[src/rtl/kpd_pkg.sv]
package kpd_pkg;

  localparam int NUM_ROWS     = 3;
  localparam int KEYS_PER_ROW = 5;
  localparam int NUM_KEYS     = NUM_ROWS * KEYS_PER_ROW;

  localparam int ROW_W  = 2;
  localparam int COL_W  = 5;
  localparam int KEY_W  = 4;
  localparam int CHAR_W = 7;
  localparam int CNT_W  = 4;
  localparam int CIDX_W = 2;

  // configuration register indexes
  localparam logic [CIDX_W-1:0] CFG_PRESS_AT      = 2'd0;
  localparam logic [CIDX_W-1:0] CFG_RELEASE_BELOW = 2'd1;
  localparam logic [CIDX_W-1:0] CFG_COUNT_TOP     = 2'd2;

  localparam logic [CNT_W-1:0] RST_PRESS_AT      = 4'd6;
  localparam logic [CNT_W-1:0] RST_RELEASE_BELOW = 4'd2;
  localparam logic [CNT_W-1:0] RST_COUNT_TOP     = 4'd7;

  localparam logic [KEY_W-1:0] KEY_CLEAR = 4'd12;

  typedef struct packed {
    logic [ROW_W-1:0] row;
    logic [COL_W-1:0] column_levels;
  } in_t;

  typedef struct packed {
    logic [KEY_W-1:0]  key_index;
    logic [CHAR_W-1:0] character;
    logic              clears;
    logic              last;
  } out_t;

  typedef struct packed {
    logic [CNT_W-1:0] press_at;
    logic [CNT_W-1:0] release_below;
    logic [CNT_W-1:0] count_top;
  } cfg_t;

  // one row worth of new presses, handed from front to back
  typedef struct packed {
    logic [ROW_W-1:0]        row;
    logic [KEYS_PER_ROW-1:0] mask;
  } press_t;

  function automatic logic [CHAR_W-1:0] key_char(input logic [KEY_W-1:0] key);
    logic [CHAR_W-1:0] ch;
    case (key)
      4'd0:    ch = 7'h30;
      4'd1:    ch = 7'h31;
      4'd2:    ch = 7'h32;
      4'd3:    ch = 7'h33;
      4'd4:    ch = 7'h34;
      4'd5:    ch = 7'h35;
      4'd6:    ch = 7'h36;
      4'd7:    ch = 7'h37;
      4'd8:    ch = 7'h38;
      4'd9:    ch = 7'h39;
      4'd10:   ch = 7'h2C;
      4'd11:   ch = 7'h2D;
      4'd13:   ch = 7'h2E;
      4'd14:   ch = 7'h65;
      default: ch = '0;
    endcase
    return ch;
  endfunction

endpackage

[src/rtl/kpd_front.sv]
module kpd_front (
  input  logic           clk_i,
  input  logic           rst_ni,
  input  logic           accept_i,
  input  kpd_pkg::in_t   item_i,
  input  kpd_pkg::cfg_t  cfg_i,
  output logic           push_o,
  output kpd_pkg::press_t press_o
);

  logic [kpd_pkg::CNT_W-1:0] cnt_q [kpd_pkg::NUM_ROWS][kpd_pkg::KEYS_PER_ROW];
  logic [kpd_pkg::CNT_W-1:0] cnt_d [kpd_pkg::KEYS_PER_ROW];
  logic [kpd_pkg::KEYS_PER_ROW-1:0] pressed_q [kpd_pkg::NUM_ROWS];
  logic [kpd_pkg::KEYS_PER_ROW-1:0] pressed_d;
  logic [kpd_pkg::KEYS_PER_ROW-1:0] new_press;
  logic [kpd_pkg::CNT_W-1:0] cur_cnt [kpd_pkg::KEYS_PER_ROW];
  logic [kpd_pkg::KEYS_PER_ROW-1:0] cur_pressed;
  logic row_ok;
  logic lvl;

  assign row_ok = (32'(item_i.row) < kpd_pkg::NUM_ROWS);

  always_comb begin
    cur_pressed = '0;
    for (int c = 0; c < kpd_pkg::KEYS_PER_ROW; c++) begin
      cur_cnt[c] = '0;
    end
    for (int r = 0; r < kpd_pkg::NUM_ROWS; r++) begin
      if (32'(item_i.row) == r) begin
        cur_pressed = pressed_q[r];
        for (int c = 0; c < kpd_pkg::KEYS_PER_ROW; c++) begin
          cur_cnt[c] = cnt_q[r][c];
        end
      end
    end
  end

  // independent saturating counter update per column
  always_comb begin
    pressed_d = cur_pressed;
    new_press = '0;
    lvl       = 1'b0;
    for (int c = 0; c < kpd_pkg::KEYS_PER_ROW; c++) begin
      cnt_d[c] = cur_cnt[c];
      lvl = (c < kpd_pkg::COL_W) ? item_i.column_levels[c] : 1'b0;
      if (lvl) begin
        if (cur_cnt[c] < cfg_i.count_top) begin
          cnt_d[c] = cur_cnt[c] + 1'b1;
          if ((cnt_d[c] >= cfg_i.press_at) && !cur_pressed[c]) begin
            pressed_d[c] = 1'b1;
            new_press[c] = 1'b1;
          end
        end
      end else begin
        if (cur_cnt[c] != '0) begin
          cnt_d[c] = cur_cnt[c] - 1'b1;
          if ((cnt_d[c] < cfg_i.release_below) && cur_pressed[c]) begin
            pressed_d[c] = 1'b0;
          end
        end
      end
    end
  end

  always_ff @(posedge clk_i or negedge rst_ni) begin
    if (!rst_ni) begin
      for (int r = 0; r < kpd_pkg::NUM_ROWS; r++) begin
        pressed_q[r] <= '0;
        for (int c = 0; c < kpd_pkg::KEYS_PER_ROW; c++) begin
          cnt_q[r][c] <= '0;
        end
      end
    end else if (accept_i && row_ok) begin
      for (int r = 0; r < kpd_pkg::NUM_ROWS; r++) begin
        if (32'(item_i.row) == r) begin
          pressed_q[r] <= pressed_d;
          for (int c = 0; c < kpd_pkg::KEYS_PER_ROW; c++) begin
            cnt_q[r][c] <= cnt_d[c];
          end
        end
      end
    end
  end

  assign push_o        = accept_i && row_ok && (new_press != '0);
  assign press_o.row   = item_i.row;
  assign press_o.mask  = new_press;

endmodule

[src/rtl/kpd_fifo.sv]
module kpd_fifo (
  input  logic            clk_i,
  input  logic            rst_ni,
  input  logic            push_i,
  input  kpd_pkg::press_t data_i,
  input  logic            pop_i,
  output logic            full_o,
  output logic            valid_o,
  output kpd_pkg::press_t data_o
);

  kpd_pkg::press_t mem_q [2];
  logic       wr_ptr_q;
  logic       rd_ptr_q;
  logic [1:0] count_q;
  logic [1:0] count_d;

  assign full_o  = (count_q == 2'd2);
  assign valid_o = (count_q != 2'd0);
  assign data_o  = mem_q[rd_ptr_q];

  always_comb begin
    count_d = count_q;
    if (push_i && !pop_i) begin
      count_d = count_q + 2'd1;
    end else if (pop_i && !push_i) begin
      count_d = count_q - 2'd1;
    end
  end

  always_ff @(posedge clk_i or negedge rst_ni) begin
    if (!rst_ni) begin
      wr_ptr_q <= 1'b0;
      rd_ptr_q <= 1'b0;
      count_q  <= '0;
    end else begin
      count_q <= count_d;
      if (push_i) begin
        wr_ptr_q <= ~wr_ptr_q;
      end
      if (pop_i) begin
        rd_ptr_q <= ~rd_ptr_q;
      end
    end
  end

  always_ff @(posedge clk_i) begin
    if (push_i) begin
      mem_q[wr_ptr_q] <= data_i;
    end
  end

endmodule

[src/rtl/kpd_back.sv]
module kpd_back (
  input  logic            clk_i,
  input  logic            rst_ni,
  input  logic            head_valid_i,
  input  kpd_pkg::press_t head_i,
  output logic            pop_o,
  output logic            out_valid_o,
  input  logic            out_stall_i,
  output kpd_pkg::out_t   out_data_o
);

  logic                               work_valid_q;
  logic [kpd_pkg::ROW_W-1:0]          work_row_q;
  logic [kpd_pkg::KEYS_PER_ROW-1:0]   work_mask_q;
  logic [kpd_pkg::KEYS_PER_ROW-1:0]   rem_mask;
  logic [kpd_pkg::KEY_W-1:0]          key;
  logic [kpd_pkg::KEY_W-1:0]          col;
  logic                               advance;
  logic                               load;
  logic                               out_valid_q;
  kpd_pkg::out_t                      out_q;
  kpd_pkg::out_t                      ev;

  // lowest pending column goes first
  always_comb begin
    col = '0;
    for (int c = kpd_pkg::KEYS_PER_ROW - 1; c >= 0; c--) begin
      if (work_mask_q[c]) begin
        col = kpd_pkg::KEY_W'(c);
      end
    end
  end

  assign rem_mask = work_mask_q & (work_mask_q - 1'b1);
  assign key = kpd_pkg::KEY_W'(work_row_q * kpd_pkg::KEYS_PER_ROW) + col;

  always_comb begin
    ev.key_index = key;
    ev.character = kpd_pkg::key_char(key);
    ev.clears    = (key == kpd_pkg::KEY_CLEAR);
    ev.last      = (rem_mask == '0);
  end

  assign advance = work_valid_q && (!out_valid_q || !out_stall_i);
  assign load    = head_valid_i && (!work_valid_q || (advance && ev.last));
  assign pop_o   = load;

  always_ff @(posedge clk_i or negedge rst_ni) begin
    if (!rst_ni) begin
      work_valid_q <= 1'b0;
      out_valid_q  <= 1'b0;
    end else begin
      if (load) begin
        work_valid_q <= 1'b1;
      end else if (advance && ev.last) begin
        work_valid_q <= 1'b0;
      end
      if (advance) begin
        out_valid_q <= 1'b1;
      end else if (!out_stall_i) begin
        out_valid_q <= 1'b0;
      end
    end
  end

  always_ff @(posedge clk_i) begin
    if (load) begin
      work_row_q  <= head_i.row;
      work_mask_q <= head_i.mask;
    end else if (advance) begin
      work_mask_q <= rem_mask;
    end
    if (advance) begin
      out_q <= ev;
    end
  end

  assign out_valid_o = out_valid_q;
  assign out_data_o  = out_q;

endmodule

[src/rtl/keypad_scan_debouncer_top.sv]
// keypad scan debouncer: each transfer on the input channel carries one driven row and the
// sampled levels of its five columns. every key keeps a saturating hysteresis counter and a
// pressed flag; a new press yields one result transfer (key index, ascii character, clear
// flag for key 12, last flag on the final press of that row), in column order. a row item is
// taken whenever the two-entry press queue has room, so rows stream in back to back; the
// serializer behind the queue sends one press per cycle while the output is not stalled, at
// most five per row, from the work register into the output register. the user must write
// thresholds through the config port only while idle; the block itself does not enforce it.
module keypad_scan_debouncer_top (
  input  logic                         clk_i,
  input  logic                         rst_ni,
  // row scan input
  input  logic                         in_valid_i,
  output logic                         in_stall_o,
  input  kpd_pkg::in_t                 in_data_i,
  // press event output
  output logic                         out_valid_o,
  input  logic                         out_stall_i,
  output kpd_pkg::out_t                out_data_o,
  // configuration write port
  input  logic                         cfg_we_i,
  input  logic [kpd_pkg::CIDX_W-1:0]   cfg_index_i,
  input  logic [kpd_pkg::CNT_W-1:0]    cfg_data_i
);

  kpd_pkg::cfg_t   cfg_q;
  kpd_pkg::press_t front_press;
  kpd_pkg::press_t head;
  logic            in_accept;
  logic            push;
  logic            pop;
  logic            q_full;
  logic            head_valid;

  // threshold registers
  always_ff @(posedge clk_i or negedge rst_ni) begin
    if (!rst_ni) begin
      cfg_q.press_at      <= kpd_pkg::RST_PRESS_AT;
      cfg_q.release_below <= kpd_pkg::RST_RELEASE_BELOW;
      cfg_q.count_top     <= kpd_pkg::RST_COUNT_TOP;
    end else if (cfg_we_i) begin
      case (cfg_index_i)
        kpd_pkg::CFG_PRESS_AT:      cfg_q.press_at      <= cfg_data_i;
        kpd_pkg::CFG_RELEASE_BELOW: cfg_q.release_below <= cfg_data_i;
        kpd_pkg::CFG_COUNT_TOP:     cfg_q.count_top     <= cfg_data_i;
        default: ;
      endcase
    end
  end

  // rows are only held off when the press queue is full
  assign in_stall_o = q_full;
  assign in_accept  = in_valid_i && !q_full;

  // front: counter update and press detection for the whole row
  kpd_front u_front (
    .clk_i    (clk_i),
    .rst_ni   (rst_ni),
    .accept_i (in_accept),
    .item_i   (in_data_i),
    .cfg_i    (cfg_q),
    .push_o   (push),
    .press_o  (front_press)
  );

  // short queue of press masks, rows without presses never enter it
  kpd_fifo u_fifo (
    .clk_i   (clk_i),
    .rst_ni  (rst_ni),
    .push_i  (push),
    .data_i  (front_press),
    .pop_i   (pop),
    .full_o  (q_full),
    .valid_o (head_valid),
    .data_o  (head)
  );

  // back: one press event per cycle into the output register while the output is not stalled
  kpd_back u_back (
    .clk_i        (clk_i),
    .rst_ni       (rst_ni),
    .head_valid_i (head_valid),
    .head_i       (head),
    .pop_o        (pop),
    .out_valid_o  (out_valid_o),
    .out_stall_i  (out_stall_i),
    .out_data_o   (out_data_o)
  );

  // clear flag only ever belongs to key 12
  a_clear_key: assert property (@(posedge clk_i) disable iff (!rst_ni)
    out_valid_o && out_data_o.clears |-> out_data_o.key_index == kpd_pkg::KEY_CLEAR)
    else $error("clear flag on a key other than the clear key");

  // no event for a key that does not exist
  a_key_range: assert property (@(posedge clk_i) disable iff (!rst_ni)
    out_valid_o |-> 32'(out_data_o.key_index) < kpd_pkg::NUM_KEYS)
    else $error("press event for a key beyond the keypad");

  // presses of one row leave without gaps until the last one
  a_no_gap: assert property (@(posedge clk_i) disable iff (!rst_ni)
    out_valid_o && !out_stall_i && !out_data_o.last |=> out_valid_o)
    else $error("gap inside the press events of one row");

endmodule

[config.mk]
export PLATFORM = sky130hd
export DESIGN_NAME = keypad_scan_debouncer_top
export DESIGN_NICKNAME = d
export VERILOG_FILES = /design/src/rtl/kpd_pkg.sv /design/src/rtl/kpd_front.sv /design/src/rtl/kpd_fifo.sv /design/src/rtl/kpd_back.sv /design/src/rtl/keypad_scan_debouncer_top.sv
export SDC_FILE = /design/constraint.sdc
export NUM_CORES = 1
export LEC_CHECK = 0
export ABC_AREA = 1
export BUFFER_PORTS_ARGS = -buffer_cell sky130_fd_sc_hd__buf_2
export CORE_MARGIN = 2
export CORE_UTILIZATION = 30
export DETAILED_ROUTE_END_ITERATION = 16
export GPL_TIMING_DRIVEN = 0
export PLACE_DENSITY_LB_ADDON = 0.08
export SLEW_MARGIN = 20
export SYNTH_ARGS = -nofsm -noshare
export SYNTH_HDL_FRONTEND = slang
export SYNTH_SLANG_ARGS = --single-unit
[constraint.sdc]
create_clock -name clk_i -period 7.2 [get_ports clk_i]
set_input_delay 1.44 -clock clk_i [delete_from_list [all_inputs] [get_ports clk_i]]
set_output_delay 1.44 -clock clk_i [all_outputs]
set_load 0.05 [all_outputs]
# --- Word level (Yosys, flattened, before mapping) ---
# Memories as Yosys holds them, arrays and structs flattened. A register that Yosys moved wholly into a read port is not among the register bits.
# Index checks and enable logic that the tools add are counted.
totals:
  register_bits: 106
  mem_bits_rw: 14
  rom_bits: 112
  inputBits: 18
  output_inout_bits: 15
  elab_cells: 200
  memories: 2
classes:
  n_addsub: 14
  n_mul: 1
  magnitude_cmp: 16
  eq_ne: 7
  muxes: 76
  bitwise_logic: 3
  n_reduce_logical: 50
mem_list:
  columns: ["name", "depth", "word_bits", "read_ports", "rd_ports_with_merged_regs", "write_ports", "line_no", "text"]
  rows:
  - ["(no name shown)", 16, 7, 1, 1, 0, "kpd_pkg.sv:51", "case (key)"]
  - ["u_fifo.mem_q", 2, 7, 1, 0, 1, "kpd_fifo.sv:12", "kpd_pkg::press_t mem_q [2];"]
op_table:
  columns: ["op", "n"]
  rows:
  - ["two-way mux 4 bit", 19]
  - ["two-way mux 20 bit", 3]
  - ["two-way mux 1 bit", 46]
  - ["less-than comparator 4 bit", 10]
  - ["two-way mux 5 bit", 5]
  - ["adder 4 x 1 -> 4 bit, second input constant", 5]
  - ["greater-or-equal comparator 4 bit", 5]
  - ["nonzero test 4 bit", 5]
  - ["subtractor 4 x 1 -> 4 bit, second input constant", 5]
  - ["logical AND 1 bit", 18]
  - ["AND reduction 2 bit", 6]
  - ["zero test 1 bit", 11]
  - ["nonzero test 2 bit", 4]
  - ["== test 2 bit, second input constant", 3]
  - ["AND 5 bit", 1]
  - ["zero test 5 bit", 1]
  - ["nonzero test 5 bit", 1]
  - ["subtractor 5 x 1 -> 5 bit, second input constant", 1]
  - ["adder 4 bit", 1]
  - ["== test 2 x 1 -> 1 bit, second input constant", 2]
  - ["== test 4 bit, second input constant", 1]
  - ["zero test 2 bit", 2]
  - ["multiplier 2 x 3 -> 4 bit, second input constant", 1]
  - ["two-way mux 2 bit", 2]
  - ["other kinds (7)", 9]

# --- Logic depth before layout (Yosys ltp) ---
depth:
  ltp_word: 16
  depth_mapped: 24
  mapped_depth_nobuf: 22

# --- By module ---
# From an unflattened synthesis, not the netlist that was laid out.
unflattened:
  hier_cells: 1087
  area_unflattened_um2: 8607.0
modules_own_cells:
  columns: ["module", "n_inst", "cells_each", "area_each_um2", "seq_area_each_um2"]
  rows:
  - ["kpd_front", 1, 884, 6261.0, 1876.8]
  - ["kpd_back", 1, 99, 1071.0, 650.6]
  - ["kpd_fifo", 1, 47, 743.2, 520.5]
  - ["keypad_scan_debouncer_top", 1, 57, 531.8, 307.8]

# --- Worst setup path after synthesis ---
# No wires, ideal clock.
synth_path:
  kind: "input to register"
  start: "in in_data_i[6] in the netlist's numbering"
  end: "reg u_fifo.count_q[1]"
  setup_time_ns: 0.131
  t_arrival_ns: 4.257
  t_required_ns: 7.069
  path_slack_ns: 2.812
  stages: 23
  path_buffers: 2
  path_cell_list: "buf_4 > inv_2 > buf_4 > nand3_1 > nand3_1 > ha_1 > xnor2_1 > inv_1 > ha_1 > nand2_1 > inv_1 > o21ai_0 > nand3_1 > nand2_1 > inv_1 > nand4_1 > nand3_1 > o21bai_1 > inv_1 > ha_1 > a21oi_1 > o21ai_0 > xor2_1"
synth_between:
  elab_chain_len: 15
  word_cells_on_any_way: 58
  classes_between: "add/sub: 5; order compare: 11; eq/ne: 2; mux: 22; reduce/logical: 18"
synth_rtl:
  columns: ["item", "line_no", "text"]
  rows:
  - ["start: declaration", "keypad_scan_debouncer_top.sv:15", "input kpd_pkg::in_t in_data_i,"]
  - ["zero test 2 bit", "kpd_front.sv:29", "if (32'(item_i.row) == r) begin"]
  - ["two-way mux 20 bit (3 in series)", "kpd_front.sv:29", null]
  - ["adder 4 x 1 -> 4 bit", "kpd_front.sv:48", "cnt_d[c] = cur_cnt[c] + 1'b1;"]
  - ["greater-or-equal comparator 4 bit", "kpd_front.sv:49", "if ((cnt_d[c] >= cfg_i.press_at) && !cur_pressed[c]) begin"]
  - ["logical AND 1 bit", "kpd_front.sv:49", null]
  - ["two-way mux 1 bit", "kpd_front.sv:49", null]
  - ["two-way mux 1 bit", "kpd_front.sv:47", "if (cur_cnt[c] < cfg_i.count_top) begin"]
  - ["two-way mux 1 bit", "kpd_front.sv:46", "if (lvl) begin"]
  - ["nonzero test 5 bit", "kpd_front.sv:85", "assign push_o = accept_i && row_ok && (new_press != '0);"]
  - ["logical AND 1 bit (*)", "kpd_front.sv:85", null]
  - ["net push", "keypad_scan_debouncer_top.sv:30", "logic push;"]
  - ["zero test 1 bit", "kpd_fifo.sv:26", "end else if (pop_i && !push_i) begin"]
  - ["logical AND 1 bit", "kpd_fifo.sv:26", null]
  - ["nonzero test 2 bit (no line)", null, null]
  - ["end signal: assignment", "kpd_fifo.sv:37", "count_q <= count_d;"]
  - ["end: declaration", "kpd_fifo.sv:15", "logic [1:0] count_q;"]
# The timed path passes the listed nets; every way through them passes the cells marked *.
# A chain may end at the register's enable or synchronous reset.

# --- Worst setup path in the final report ---
# Same ends and word-level chain as after synthesis.

==> impl_metrics.tcl <==
set metrics [dict create \
    synth-main-ff-cell "sky130_fd_sc_hd__dfrtp_1" \
    max_root_sink_buffers 2 \
    post-route-drc-count 0 \
    setup_ws_ns 2.21 \
    clk_transition_reported_paths_ns 0.07 \
    rsz0062_at_grt "false" \
    worst-path-buf-inv 7 \
    synth.cell_area_um2 8110 \
    timing.critical_path.fanout_max 10 \
    via_count 6604 \
    half_perimeter_wire_length_after_placement_um 18000 \
    die_area_um2 28400 \
    timing.max_slew.rel_slack 0.407 \
    die_width_um 168 \
    finalClockSkew_ns 0.0200 \
    drt_pre_antenna_iters 5 \
    timing.critical_path.slowest_cell_delay_ns 0.41 \
    critPathLaunchType "input port" \
    routabilityCongestion 0.807 \
    critical_path_arrival_ns 5.31 \
    ys_seq_elements 127 \
    p_leak_uw 0.00477 \
    area_growth_syn_to_layout_pct 15.2 \
    final-max-slew-violation-count 0 \
    cts_root_buf "sky130_fd_sc_hd__clkbuf_16" \
    setup.worst_path.class "input port to flop" \
    wl_per_cell_um 17.4 \
    initialDrtViolationCount 352 \
    fmax_ghz 0.200 \
    power-per-cell-area_nw_per_um2 450 \
    netlist-cell-type-count 49 \
    grt_pass1_vias 6641 \
    timing.final.setup_violations 0 \
    initial_core_util 0.303 \
    run_status "completed" \
    finalHoldViolations 0 \
    cts.sinks 127 \
    final.min_clock_period_ns 4.99 \
    cp.required_ns 7.51 \
    grt_first_pass_wirelength_um 38900 \
    fillerInstances 2841 \
    cts_post_setup_buffers_inserted 0 \
    count_of_flip_flops_with_a_built_in_enable_after_synthesis 34 \
    pin_count 33 \
    min_period_over_period 0.694 \
    worstPathCellList "buf_2 > buf_4 > inv_2 > nor2_2 > nand2_1 > nand3_1 > inv_1 > ha_1 > ha_1 > inv_1 > o21bai_1 > nand3_1 > nand3_1 > nand2_1 > inv_1 > nand4_1 > nand3_1 > o21bai_1 > inv_1 > ha_1 > a21oi_1 > o21ai_0 > xor2_1" \
    core_um2 26700 \
    drtAntennaViolNets 0 \
    routed_wl_um 24700 \
    preCtsSetupSlack_ns 1.70 \
    largest_net_degree_at_the_start_of_global_routing 51 \
    cts_hold_buffers 0 \
    die_y_um 168 \
    cts_resized 0 \
    worstHoldPathType "flop to flop" \
    number_of_antenna_violations_at_the_first_check_in_global_routing 0 \
    synthesis.nets 1100 \
    nNetsFinal 1152 \
    tritoncts "yes" \
    critPathTopFamily "simple AND/OR/NAND/NOR gates" \
    final_layout_size_suffix_gt1_frac 0.142 \
    ctsHtreeMaxLevel 4 \
    grt_use_total 0.184 \
    antenna_cells_inserted 0 \
    worst_setup_path_end_kind "flop" \
    cpMaxStageDelayCell "sky130_fd_sc_hd__nor2_2" \
    synth_cells 1013 \
    proportion_of_register_bits_with_asynchronous_set_or_reset_after_synthesis 0.732 \
    synthesis.yosys.warnings 0 \
    global_route.overflow_total 0 \
    postSynthAreaPerCell_um2 8.01 \
    setup-tns-final_ns 0 \
    core.rowCount 60 \
    via_per_inst 4.65 \
    io_buffer_count 32 \
    synth_sequential_area_ratio 0.414 \
    tightestPinTransition_ns 0.890 \
    cts_inserted_buffers 17 \
    max_cap_viol 0 \
    worstSkewPairLatency_ns 0.44 \
    max-vdd-ir-drop_v 0.000124 \
]
[metrics by stage]
| stage | total power [uW] | instance area [um^2] | cells | util | hold WS, ns |
|---|---|---|---|---|---|
| final | 4200 | 9340 | 1419 | 0.350 | 0.476 |
| after global placement | 3330 | 8700 | 1386 | 0.325 | 0.457 |
| after detailed placement | 3330 | 8730 | 1387 | 0.327 | 0.460 |
| after floorplan | 2780 | 8110 | 1013 | - | 0.441 |
| after CTS | 4250 | 9340 | 1419 | 0.350 | 0.479 |
| after global routing | 4620 | 9340 | 1419 | 0.350 | 0.495 |
[kinds of logic after synthesis]
| logic type | Yosys count | share of synthesized area |
|---|---|---|
| buffers and inverters | 167 | 0.0852 |
| AND/OR/NAND/NOR | 483 | 0.258 |
| XOR/XNOR | 25 | 0.0288 |
| adder cells (fa/ha/maj) | 69 | 0.107 |
| AO/OA/AOI/OAI | 142 | 0.107 |
| flip-flops | 127 | 0.414 |
[Yosys cell counts (3+ instances only)]
library cell	number	area share
sky130_fd_sc_hd__clkbuf_1	5	0.0023
sky130_fd_sc_hd__nor3_4	3	0.0060
sky130_fd_sc_hd__inv_1	131	0.061
sky130_fd_sc_hd__buf_2	9	0.0056
sky130_fd_sc_hd__nand2_1	331	0.15
sky130_fd_sc_hd__inv_2	12	0.0056
sky130_fd_sc_hd__nor2_2	10	0.0077
sky130_fd_sc_hd__nand2_2	6	0.0046
sky130_fd_sc_hd__nand3_2	8	0.0099
sky130_fd_sc_hd__o21bai_1	6	0.0056
sky130_fd_sc_hd__o21ai_1	14	0.0086
sky130_fd_sc_hd__a21oi_1	34	0.021
sky130_fd_sc_hd__ha_1	68	0.10
sky130_fd_sc_hd__edfxtp_1	34	0.13
sky130_fd_sc_hd__nand3_1	53	0.033
sky130_fd_sc_hd__o22ai_1	8	0.0062
sky130_fd_sc_hd__xor2_1	16	0.017
sky130_fd_sc_hd__o21ai_0	54	0.033
sky130_fd_sc_hd__nor3_1	3	0.0019
sky130_fd_sc_hd__nand4_1	12	0.0093
sky130_fd_sc_hd__a31oi_1	4	0.0031
sky130_fd_sc_hd__buf_6	3	0.0042
sky130_fd_sc_hd__o21ai_2	6	0.0065
sky130_fd_sc_hd__dfstp_2	6	0.019
sky130_fd_sc_hd__buf_4	3	0.0028
sky130_fd_sc_hd__nor2_1	47	0.022
sky130_fd_sc_hd__or2_2	3	0.0023
sky130_fd_sc_hd__xnor2_1	7	0.0076
sky130_fd_sc_hd__dfrtp_1	87	0.27
sky130_fd_sc_hd__o22ai_2	3	0.0046
[routing by layer]
metal | part of all wire | GRT usage | vias up
met5 | 0 | 0 | -
met1 | 0.45 | 0.228 | 3075
met4 | 0.025 | 0.0585 | 0
met3 | 0.039 | 0.0341 | 30
li1 | - | - | 3376
met2 | 0.49 | 0.324 | 123
[cell usage in the layout, fill, tap and decap left out, types with 10 or more instances in the layout]
| cell type | count |
|---|---|
| sky130_fd_sc_hd__clkbuf_16 | 18 |
| sky130_fd_sc_hd__dfrtp_1 | 87 |
| sky130_fd_sc_hd__inv_1 | 131 |
| sky130_fd_sc_hd__edfxtp_1 | 34 |
| sky130_fd_sc_hd__nand3_1 | 53 |
| sky130_fd_sc_hd__nor2_2 | 10 |
| sky130_fd_sc_hd__o21ai_0 | 54 |
| sky130_fd_sc_hd__xor2_1 | 16 |
| sky130_fd_sc_hd__o21ai_1 | 14 |
| sky130_fd_sc_hd__inv_2 | 12 |
| sky130_fd_sc_hd__ha_1 | 68 |
| sky130_fd_sc_hd__nand2_1 | 331 |
| sky130_fd_sc_hd__buf_2 | 40 |
| sky130_fd_sc_hd__a21oi_1 | 34 |
| sky130_fd_sc_hd__nand4_1 | 12 |
| sky130_fd_sc_hd__nor2_1 | 47 |
[power by group]
part	total [uW]	switching (uW)	internal (uW)
Combinational	2050	1370	675
Sequential	1240	137	1110
Clock	911	363	548
[sequential cells by signal, summed over array words and instances (netlist names)]
name / count
u_back.work_mask_q: 5
u_front.pressed_q: 15
u_front.cnt_q: 60
u_back.out_data_o: 13
cfg_q: 12
u_fifo.mem_q: 14
u_back.work_row_q: 2
u_back.out_valid_o: 1
u_fifo.rd_ptr_q: 1
u_fifo.count_q: 2
u_back.work_valid_q: 1
u_fifo.wr_ptr_q: 1
[cell type report]
| class | count | area (um^2) | share of cell area |
|---|---|---|---|
| clock inverters | 12 | 143 | 0.0153 |
| well taps | 341 | 427 | 0.0457 |
| inverters | 146 | 551 | 0.0589 |
| flip-flops and latches | 127 | 3360 | 0.359 |
| multi-input cells | 719 | 4060 | 0.435 |
| repair buffers | 33 | 194 | 0.0208 |
| clock buffers | 20 | 468 | 0.0501 |
| plain buffers | 21 | 140 | 0.0150 |
[worst paths after layout]
check / slack, ns / end / depth (start not counted) / start
worst min register to register: 0.48 / u_front.cnt_q[43] / 2 / u_front.cnt_q[43]
worst max register to register: 3.64 / u_fifo.count_q[1] / 20 / u_front.cnt_q[24]
max in group asynchronous: 5.54 / cfg_q[0] / 2 / rst_ni
min in group asynchronous: 0.95 / u_back.work_valid_q / 1 / rst_ni
worst max-delay path: 2.21 / u_fifo.count_q[1] / 23 / in_data_i[6]
worst min-delay path: 0.48 / u_front.cnt_q[43] / 2 / u_front.cnt_q[43]
[worst register-to-register path: cells and delay by family (launching register included)]
family | cells | cell delay [ns]
AO/OA/AOI/OAI | 4 | 0.58
XOR/XNOR | 2 | 0.35
adder cells (fa/ha/maj) | 3 | 0.90
buffers and inverters | 4 | 0.25
flip-flops | 1 | 0.38
AND/OR/NAND/NOR | 7 | 1.00
(Power assumes the default switching activity.)
